**config.mk**
```make
export PLATFORM = sky130hd
export DESIGN_NAME = rc_pulse_width_to_command_flat
export DESIGN_NICKNAME = d
export VERILOG_FILES = /design/src/hdl/rcpw_pkg.sv /design/src/hdl/rcpw_req_if.sv /design/src/hdl/rcpw_rsp_if.sv /design/src/hdl/rcpw_cfg_if.sv /design/src/hdl/rcpw_div.sv /design/src/hdl/rc_pulse_width_to_command.sv /design/src/flat_wrapper.sv
export SDC_FILE = /design/constraint.sdc
export NUM_CORES = 1
export LEC_CHECK = 0
export BUFFER_PORTS_ARGS = -buffer_cell sky130_fd_sc_hd__clkbuf_2
export CAP_MARGIN = 20
export CORE_MARGIN = 1.5
export CORE_UTILIZATION = 50
export DETAILED_ROUTE_END_ITERATION = 10
export GPL_ROUTABILITY_DRIVEN = 0
export HOLD_SLACK_MARGIN = 0.15
export PLACE_DENSITY = 0.69
export SLEW_MARGIN = 20
export SYNTH_ARGS = -nofsm -noshare
export SYNTH_HDL_FRONTEND = slang
export SYNTH_SLANG_ARGS = --single-unit
export TNS_END_PERCENT = 1
```
**constraint.sdc**
```tcl
create_clock -name clk -period 6.4 [get_ports clk]
set_clock_uncertainty 0.2 [all_clocks]
set_input_delay 1.28 -clock clk [delete_from_list [all_inputs] [get_ports clk]]
set_output_delay 1.28 -clock clk [all_outputs]
set_load 0.02 [all_outputs]
```
**src/hdl/rcpw_pkg.sv**
```systemverilog
// Package: shared types, constants and codes for the RC pulse-width decoder.
`timescale 1ns / 1ps

package rcpw_pkg;

	localparam int WidthW   = 15;
	localparam int NarrowW  = 10;
	localparam int CmdW     = 11;
	localparam int ProdW    = WidthW + NarrowW;
	localparam int CfgIdxW  = 3;
	localparam int CfgDataW = 15;
	localparam int DivSteps = ProdW;
	localparam int DivCntW  = $clog2(DivSteps);

	localparam logic [NarrowW-1:0] DeadbandRst  = NarrowW'(0);
	localparam logic [WidthW-1:0]  CenterRst    = WidthW'(1500);
	localparam logic [WidthW-1:0]  HalfSpanRst  = WidthW'(500);
	localparam logic [NarrowW-1:0] OutRangeRst  = NarrowW'(1000);
	localparam logic [WidthW-1:0]  PulseMinRst  = WidthW'(800);
	localparam logic [WidthW-1:0]  PulseMaxRst  = WidthW'(2200);

	typedef enum logic [CfgIdxW-1:0] {
		REG_DEADBAND  = 3'd0,
		REG_CENTER    = 3'd1,
		REG_HALF_SPAN = 3'd2,
		REG_OUT_RANGE = 3'd3,
		REG_PULSE_MIN = 3'd4,
		REG_PULSE_MAX = 3'd5
	} cfg_idx_t;

	typedef enum logic {
		OP_SYMBOL = 1'b0,
		OP_READ   = 1'b1
	} op_t;

	typedef enum logic [1:0] {
		ST_IDLE,
		ST_MUL,
		ST_DIV,
		ST_OUT
	} state_t;

	typedef struct packed {
		logic              start;
		logic [ProdW-1:0]  dividend;
		logic [WidthW-1:0] divisor;
	} div_req_t;

	typedef struct packed {
		logic             done;
		logic [ProdW-1:0] quotient;
	} div_rsp_t;

endpackage

```
**src/hdl/rcpw_req_if.sv**
```systemverilog
// Interface: input item channel (symbols and read requests).
`timescale 1ns / 1ps

interface rcpw_req_if;
	import rcpw_pkg::*;

	logic              valid;
	logic              ready;
	logic              operation;
	logic              level_first;
	logic [WidthW-1:0] width_first;
	logic              level_second;
	logic [WidthW-1:0] width_second;

	modport source (
		output valid, operation, level_first, width_first, level_second, width_second,
		input  ready
	);
	modport sink (
		input  valid, operation, level_first, width_first, level_second, width_second,
		output ready
	);
endinterface

```
**src/hdl/rcpw_rsp_if.sv**
```systemverilog
// Interface: result item channel.
`timescale 1ns / 1ps

interface rcpw_rsp_if;
	import rcpw_pkg::*;

	logic                   valid;
	logic                   ready;
	logic                   has_value;
	logic signed [CmdW-1:0] command;

	modport source (
		output valid, has_value, command,
		input  ready
	);
	modport sink (
		input  valid, has_value, command,
		output ready
	);
endinterface

```
**src/hdl/rcpw_cfg_if.sv**
```systemverilog
// Interface: configuration register write channel.
`timescale 1ns / 1ps

interface rcpw_cfg_if;
	import rcpw_pkg::*;

	logic                valid;
	logic                ready;
	logic [CfgIdxW-1:0]  index;
	logic [CfgDataW-1:0] data;

	modport source (
		output valid, index, data,
		input  ready
	);
	modport sink (
		input  valid, index, data,
		output ready
	);
endinterface

```
**src/hdl/rcpw_div.sv**
```systemverilog
// Serial restoring divider, one quotient bit per cycle.
`timescale 1ns / 1ps

module rcpw_div (
	input  logic                clk,
	input  logic                arst_n,
	input  rcpw_pkg::div_req_t  req,
	output rcpw_pkg::div_rsp_t  rsp
);
	import rcpw_pkg::*;

	logic [ProdW-1:0]  dvd_q;
	logic [WidthW-1:0] rem_q;
	logic [WidthW-1:0] dsr_q;
	logic [DivCntW-1:0] cnt_q;
	logic              busy_q;
	logic              done_q;

	logic [WidthW:0]   shifted;
	logic [WidthW+1:0] trial;
	logic              fits;

	assign shifted = {rem_q, dvd_q[ProdW-1]};
	assign trial   = {1'b0, shifted} - {2'b00, dsr_q};
	assign fits    = !trial[WidthW+1];

	always_ff @(posedge clk or negedge arst_n) begin
		if (!arst_n) begin
			busy_q <= 1'b0;
			done_q <= 1'b0;
			cnt_q  <= '0;
		end else begin
			done_q <= 1'b0;
			if (req.start) begin
				busy_q <= 1'b1;
				cnt_q  <= '0;
			end else if (busy_q) begin
				if (cnt_q == DivCntW'(DivSteps - 1)) begin
					busy_q <= 1'b0;
					done_q <= 1'b1;
				end
				cnt_q <= cnt_q + 1'b1;
			end
		end
	end

	always_ff @(posedge clk) begin
		if (req.start) begin
			dvd_q <= req.dividend;
			dsr_q <= req.divisor;
			rem_q <= '0;
		end else if (busy_q) begin
			dvd_q <= {dvd_q[ProdW-2:0], fits};
			rem_q <= fits ? trial[WidthW-1:0] : shifted[WidthW-1:0];
		end
	end

	assign rsp.done     = done_q;
	assign rsp.quotient = dvd_q;

endmodule

```
**src/hdl/rc_pulse_width_to_command.sv**
```systemverilog
// Top level: RC pulse-width decoder with command scaling on read.
`timescale 1ns / 1ps

// A symbol item's high width is picked, checked against [pulse_min,
// pulse_max] and stored with a fresh flag. A read item with no fresh
// pulse goes straight to the output state; with a fresh pulse it runs
// one multiply of |pulse - center| by out_range, then the serial divider
// by half_span_us, then clamp, deadband and sign. With half_span_us at
// zero the divider is skipped. Input ready is low while a read is being
// worked on or its result has not yet been taken. Configuration writes
// are always ready.
module rc_pulse_width_to_command (
	input  logic         clk,
	input  logic         arst_n,
	rcpw_req_if.sink     req,
	rcpw_rsp_if.source   rsp,
	rcpw_cfg_if.sink     cfg
);
	import rcpw_pkg::*;

	logic [NarrowW-1:0] deadband_q;
	logic [WidthW-1:0]  center_q;
	logic [WidthW-1:0]  half_span_q;
	logic [NarrowW-1:0] out_range_q;
	logic [WidthW-1:0]  pulse_min_q;
	logic [WidthW-1:0]  pulse_max_q;

	logic [WidthW-1:0]  latest_q;
	logic               fresh_q;

	state_t             state_q, state_d;
	logic               has_q;
	logic               neg_q;
	logic [WidthW-1:0]  mag_q;
	logic [NarrowW-1:0] vmag_q;

	logic               rsp_valid_q;
	logic               rsp_has_q;
	logic [CmdW-1:0]    rsp_cmd_q;

	div_req_t           div_req;
	div_rsp_t           div_rsp;

	logic               req_fire;
	logic               is_read;
	logic               high_ok;
	logic [WidthW-1:0]  high_w;
	logic [WidthW:0]    diff;
	logic [NarrowW-1:0] clamped;
	logic               out_load;

	// config
	assign cfg.ready = 1'b1;

	always_ff @(posedge clk or negedge arst_n) begin
		if (!arst_n) begin
			deadband_q  <= DeadbandRst;
			center_q    <= CenterRst;
			half_span_q <= HalfSpanRst;
			out_range_q <= OutRangeRst;
			pulse_min_q <= PulseMinRst;
			pulse_max_q <= PulseMaxRst;
		end else if (cfg.valid) begin
			unique case (cfg.index)
				REG_DEADBAND:  deadband_q  <= cfg.data[NarrowW-1:0];
				REG_CENTER:    center_q    <= cfg.data[WidthW-1:0];
				REG_HALF_SPAN: half_span_q <= cfg.data[WidthW-1:0];
				REG_OUT_RANGE: out_range_q <= cfg.data[NarrowW-1:0];
				REG_PULSE_MIN: pulse_min_q <= cfg.data[WidthW-1:0];
				REG_PULSE_MAX: pulse_max_q <= cfg.data[WidthW-1:0];
				default: ;
			endcase
		end
	end

	// input side
	assign req.ready = (state_q == ST_IDLE) && !rsp_valid_q;
	assign req_fire  = req.valid && req.ready;
	assign is_read   = (req.operation == OP_READ);

	always_comb begin
		high_ok = 1'b1;
		high_w  = req.width_first;
		priority if (req.level_first && !req.level_second) begin
			high_w = req.width_first;
		end else if (req.level_second && !req.level_first) begin
			high_w = req.width_second;
		end else begin
			high_ok = 1'b0;
		end
	end

	assign diff = {1'b0, latest_q} - {1'b0, center_q};

	always_ff @(posedge clk or negedge arst_n) begin
		if (!arst_n) begin
			latest_q <= '0;
			fresh_q  <= 1'b0;
		end else if (req_fire) begin
			if (is_read) begin
				fresh_q <= 1'b0;
			end else if (high_ok && high_w >= pulse_min_q && high_w <= pulse_max_q) begin
				latest_q <= high_w;
				fresh_q  <= 1'b1;
			end
		end
	end

	always_ff @(posedge clk) begin
		if (req_fire && is_read) begin
			has_q <= fresh_q;
			neg_q <= diff[WidthW];
			mag_q <= diff[WidthW] ? WidthW'(-diff) : diff[WidthW-1:0];
		end
	end

	// sequencer
	always_ff @(posedge clk or negedge arst_n) begin
		if (!arst_n) begin
			state_q <= ST_IDLE;
		end else begin
			state_q <= state_d;
		end
	end

	always_comb begin
		state_d          = state_q;
		div_req.start    = 1'b0;
		div_req.dividend = ProdW'(mag_q) * ProdW'(out_range_q);
		div_req.divisor  = half_span_q;
		out_load         = 1'b0;
		unique case (state_q)
			ST_IDLE: begin
				if (req_fire && is_read) begin
					state_d = fresh_q ? ST_MUL : ST_OUT;
				end
			end
			ST_MUL: begin
				if (half_span_q == '0) begin
					state_d = ST_OUT;
				end else begin
					div_req.start = 1'b1;
					state_d       = ST_DIV;
				end
			end
			ST_DIV: begin
				if (div_rsp.done) begin
					state_d = ST_OUT;
				end
			end
			ST_OUT: begin
				out_load = 1'b1;
				state_d  = ST_IDLE;
			end
			default: state_d = ST_IDLE;
		endcase
	end

	rcpw_div u_div (
		.clk    (clk),
		.arst_n (arst_n),
		.req    (div_req),
		.rsp    (div_rsp)
	);

	// clamp to out_range; zero half span saturates unless the offset is zero
	assign clamped = (div_rsp.quotient > {{(ProdW-NarrowW){1'b0}}, out_range_q})
		? out_range_q : div_rsp.quotient[NarrowW-1:0];

	always_ff @(posedge clk) begin
		if (state_q == ST_MUL && half_span_q == '0) begin
			vmag_q <= (mag_q != '0) ? out_range_q : '0;
		end else if (state_q == ST_DIV && div_rsp.done) begin
			vmag_q <= clamped;
		end
	end

	// result register
	always_ff @(posedge clk or negedge arst_n) begin
		if (!arst_n) begin
			rsp_valid_q <= 1'b0;
		end else if (out_load) begin
			rsp_valid_q <= 1'b1;
		end else if (rsp.ready) begin
			rsp_valid_q <= 1'b0;
		end
	end

	always_ff @(posedge clk) begin
		if (out_load) begin
			rsp_has_q <= has_q;
			if (!has_q || vmag_q < deadband_q) begin
				rsp_cmd_q <= '0;
			end else if (neg_q) begin
				rsp_cmd_q <= CmdW'(-{1'b0, vmag_q});
			end else begin
				rsp_cmd_q <= {1'b0, vmag_q};
			end
		end
	end

	assign rsp.valid     = rsp_valid_q;
	assign rsp.has_value = rsp_has_q;
	assign rsp.command   = rsp_cmd_q;

endmodule
```
**src/flat_wrapper.sv**
```systemverilog
// flat-port wrapper written by rule: the top's interface ports become plain ports
module rc_pulse_width_to_command_flat import rcpw_pkg::*;
  (clk, arst_n, req_valid, req_operation, req_level_first, req_width_first, req_level_second, req_width_second, req_ready, rsp_valid, rsp_has_value, rsp_command, rsp_ready, cfg_valid, cfg_index, cfg_data, cfg_ready);
  rcpw_req_if req_i ();
  rcpw_rsp_if rsp_i ();
  rcpw_cfg_if cfg_i ();
  input  logic clk;
  input  logic arst_n;
  input wire logic [$bits(req_i.valid)-1:0] req_valid;
  input wire logic [$bits(req_i.operation)-1:0] req_operation;
  input wire logic [$bits(req_i.level_first)-1:0] req_level_first;
  input wire logic [$bits(req_i.width_first)-1:0] req_width_first;
  input wire logic [$bits(req_i.level_second)-1:0] req_level_second;
  input wire logic [$bits(req_i.width_second)-1:0] req_width_second;
  output wire logic [$bits(req_i.ready)-1:0] req_ready;
  output wire logic [$bits(rsp_i.valid)-1:0] rsp_valid;
  output wire logic [$bits(rsp_i.has_value)-1:0] rsp_has_value;
  output wire logic [$bits(rsp_i.command)-1:0] rsp_command;
  input wire logic [$bits(rsp_i.ready)-1:0] rsp_ready;
  input wire logic [$bits(cfg_i.valid)-1:0] cfg_valid;
  input wire logic [$bits(cfg_i.index)-1:0] cfg_index;
  input wire logic [$bits(cfg_i.data)-1:0] cfg_data;
  output wire logic [$bits(cfg_i.ready)-1:0] cfg_ready;
  assign req_i.valid = req_valid;
  assign req_i.operation = req_operation;
  assign req_i.level_first = req_level_first;
  assign req_i.width_first = req_width_first;
  assign req_i.level_second = req_level_second;
  assign req_i.width_second = req_width_second;
  assign req_ready = req_i.ready;
  assign rsp_valid = rsp_i.valid;
  assign rsp_has_value = rsp_i.has_value;
  assign rsp_command = rsp_i.command;
  assign rsp_i.ready = rsp_ready;
  assign cfg_i.valid = cfg_valid;
  assign cfg_i.index = cfg_index;
  assign cfg_i.data = cfg_data;
  assign cfg_ready = cfg_i.ready;
  rc_pulse_width_to_command u_core (.clk(clk), .arst_n(arst_n), .req(req_i), .rsp(rsp_i), .cfg(cfg_i));
endmodule
```
==> results by group <==
Clock tree
  – Clock Tree Root: clkbuf_16
  – CTS tree: built
  – Num CTS Buffers: 17
  – Clock insertion delay at the later pin of the skew report: between 0.4 and 0.5 ns
  – Sink Count: 200
  – Clock H-tree levels: 4
  – CTS max path bufs: 2
  – Clock transition at path regs: 0.08 ns

Floorplanning
  – Initial Utilization: 50.59%
  – Row count: 65
  – Die area: about 33,000 um^2
  – Die height: between 150 and 200 um
  – Die width: 181.5 um
  – I/O Pins: between 70 and 80
  – Core area: 31,470 um^2

Logic synthesis
  – Top-area cell type share of the netlist area: between 10% and 20%
  – Post-synth ARST share: 53.00%
  – Syn. warnings: 0
  – Syn avg cell area: 9.878 um^2
  – Cells after Synth: 1,612
  – Synth cell types: between 70 and 80
  – #FFs+latches synth: 200
  – Most common library cells after synthesis: inv_1 (223), nand2_1 (181), ha_1 (150)
  – Synthesized Nets: 1,922
  – Main synth FF type: dfrtp_1
  – Area leader, netlist: edfxtp_1
  – Register area share after synthesis: 33.65%
  – Top-count cell post-synth: inv_1
  – EDFF count, synth: 79
  – Synthesized area: 15,920 um^2
  – Synth top area cells: edfxtp_1 (15%), fa_1 (13%), dfrtp_1 (13%)

Critical path
  – Worst r2r src: u_core.out_range_q[3]
  – WP data required: 6.37 ns
  – Slowest-stage cell, CP: dfstp_2
  – Critical Path Fanout Max: 8
  – Buf+Inv Stages, Crit Path: 5
  – WP depth: 20
  – Flop2flop setup slack: approximately 0.23 ns
  – Crit path cell chain: buf_4, buf_4, nand2_1, fa_1, inv_1, fa_1, fa_1, fa_1, inv_1, fa_1, inv_1, ha_1, a21boi_0, and3_1, nand3_1, a41oi_1, or4_1, a31oi_2, xnor2_1, o21ai_0
  – FF-to-FF path depth: 20
  – CP peak stage delay: 0.63 ns
  – Crit path max-delay family: adder cells
  – CP most frequent cell: fa_1
  – Crit end category: register
  – Arr. time, crit path: ~6 ns
  – Critical Path Start Type: register
  – Kind of critical path: reg2reg
  – R2R Path End: u_core.u_div.dvd_q[24]

Route
  – Vias per cell: around 5.5
  – Drt initial violations: around 730
  – Remaining antenna violation count: 0
  – DRC violations left: 0
  – TritonRoute pass-1 iters: 5
  – Via count: roughly 12,000
  – Routed wire length: 37,760 um
  – WL per Instance: 17.96 um

Flow run
  – Max Cap Viol: 0

Timing
  – Fin Setup TNS: 0 ns
  – Clock period minus worst slack: 6.167 ns
  – Hold Fails Final Rpt: 0
  – Unrepaired setup endpoints after global routing: no
  – Fmax: 162.2 MHz
  – Period utilization: between 90% and 100%
  – Slew @ Worst Pin: 1.023 ns
  – Max-slew violation total from the final report: 0
  – Relative slew slack: about 31%
  – Final Setup Violations: 0

GRT
  – Total Routing Usage GR: 23.76%
  – Pin count of the biggest net entering global routing: 70
  – Initial antenna violation count: 0
  – Total congestion overflow: 0
  – First-pass GRT wire length: 61,330 um
  – Number of global-route vias before repair: roughly 12,000

Cells and area
  – Max reg flops: 25
  – Final #Nets: 1,997
  – Area Growth Syn to Fin: 10.25%
  – Ant diodes: 0
  – Fillers: 2,733
  – Share of cells above drive strength 1: 16.35%
  – Largest Register: u_core.u_div.dvd_q

Hold path
  – Hold Path End: u_core.u_div.dsr_q[1]
  – Hold Path Origin: u_core.half_span_q[1]
  – Path type of the worst min-delay path: reg2reg
  – WHS Path Cells: 0

Placement
  – Final HPWL DP: 28,500 um
  – Port bufs: 69

Run status
  – Status: finished, final reports clean
==> cells by family (layout without fill, tap and decap cells) <==
group,after synthesis,count (layout),share of synthesized area (%)
other,1,1,0.02355
xor gates and xnor gates,65,65,3.575
DFF,200,200,33.65
adders and majority gates,254,254,24.86
AOI/OAI and AO/OA,263,263,10.71
and+or+nand+nor,441,441,13.48
muxes,98,98,6.726
buffers and inverters,290,378,6.970
==> worst max-delay path by stage <==
stage,startpoint,to,slack (ns)
2_1_floorplan,u_core.out_range_q[3],u_core.u_div.dvd_q[24],0.26
3_3_place_gp,u_core.out_range_q[3],u_core.u_div.dvd_q[24],0.30
3_5_place_dp,u_core.out_range_q[3],u_core.u_div.dvd_q[24],0.21
4_1_cts,u_core.out_range_q[3],u_core.u_div.dvd_q[24],0.19
5_1_grt,u_core.out_range_q[8],u_core.u_div.dvd_q[24],0.003
6_report,u_core.out_range_q[3],u_core.u_div.dvd_q[24],0.23
==> per-layer routing <==
metal,track usage [%],routed length [um],part of all wire (%)
met3,3.309,1605,4.3
met5,0,0,0
met4,9.767,1476,3.9
met1,31.09,16750,44
met2,39.78,17930,47
==> through the flow <==
stage	hold slack [ns]	utilization [%]	setup WS (ns)	cells	area (um^2)
2_1_floorplan	0.2436	-	0.2628	1612	15920
3_3_place_gp	0.2555	52.98	0.3044	2037	16670
3_5_place_dp	0.2606	52.98	0.2067	2037	16670
4_1_cts	0.2718	54.91	0.1923	2069	17280
5_1_grt	0.2848	55.77	0.003034	2102	17550
6_report	0.2722	55.77	0.2333	2102	17550
==> layout by cell type (no fill, tap or decap), types with 6 or more instances in the layout <==
| cell | synthesis | layout |
|---|---|---|
| a31oi_1 | 9 | 8 |
| a21oi_1 | 51 | 50 |
| xor2_1 | 27 | 27 |
| mux2i_1 | 26 | 26 |
| o21a_1 | 9 | 9 |
| o21ai_0 | 91 | 91 |
| buf_4 | 2 | 53 |
| nor4_1 | 9 | 9 |
| o21bai_1 | 9 | 9 |
| or3_1 | 9 | 9 |
| nand4_1 | 12 | 12 |
| xnor2_1 | 38 | 38 |
| mux2_2 | 72 | 72 |
| o31a_1 | 6 | 6 |
| fa_1 | 104 | 104 |
| nor2_1 | 66 | 66 |
| dfxtp_1 | 15 | 15 |
| nand3_1 | 16 | 16 |
| nor2b_1 | 12 | 12 |
| a211oi_1 | 9 | 9 |
| clkbuf_2 | 0 | 68 |
| nor3_1 | 21 | 19 |
| ha_1 | 150 | 149 |
| nand2b_1 | 9 | 9 |
| a21o_1 | 32 | 32 |
| and2_1 | 75 | 75 |
| clkbuf_16 | 0 | 17 |
| or4_1 | 8 | 8 |
| edfxtp_1 | 79 | 79 |
| dfrtp_1 | 80 | 77 |
| dfstp_2 | 26 | 24 |
| nand2_1 | 181 | 181 |
| inv_1 | 223 | 223 |
==> layout make-up <==
cell class                 instances  area (um^2)  area share, %
multi-input combinational       1122         9488          54.05
clock buffer                      17        425.4          2.423
clock inverter                    15        183.9          1.048
sequential                       200         5369          30.58
inverter                         225        847.1          4.825
timing repair buffer             121        738.2          4.205
tap                              402        503.0          2.865
==> timing repair <==
action,4_1_cts,5_1_grt
resized for setup,0,7
buffers inserted,0,33
setup endpoints to repair,0,3
hold buffers,0,0
Power is left out: the tool's default activity adds up to more than one toggle a clock period on the data nets, which glitch-free logic cannot reach.
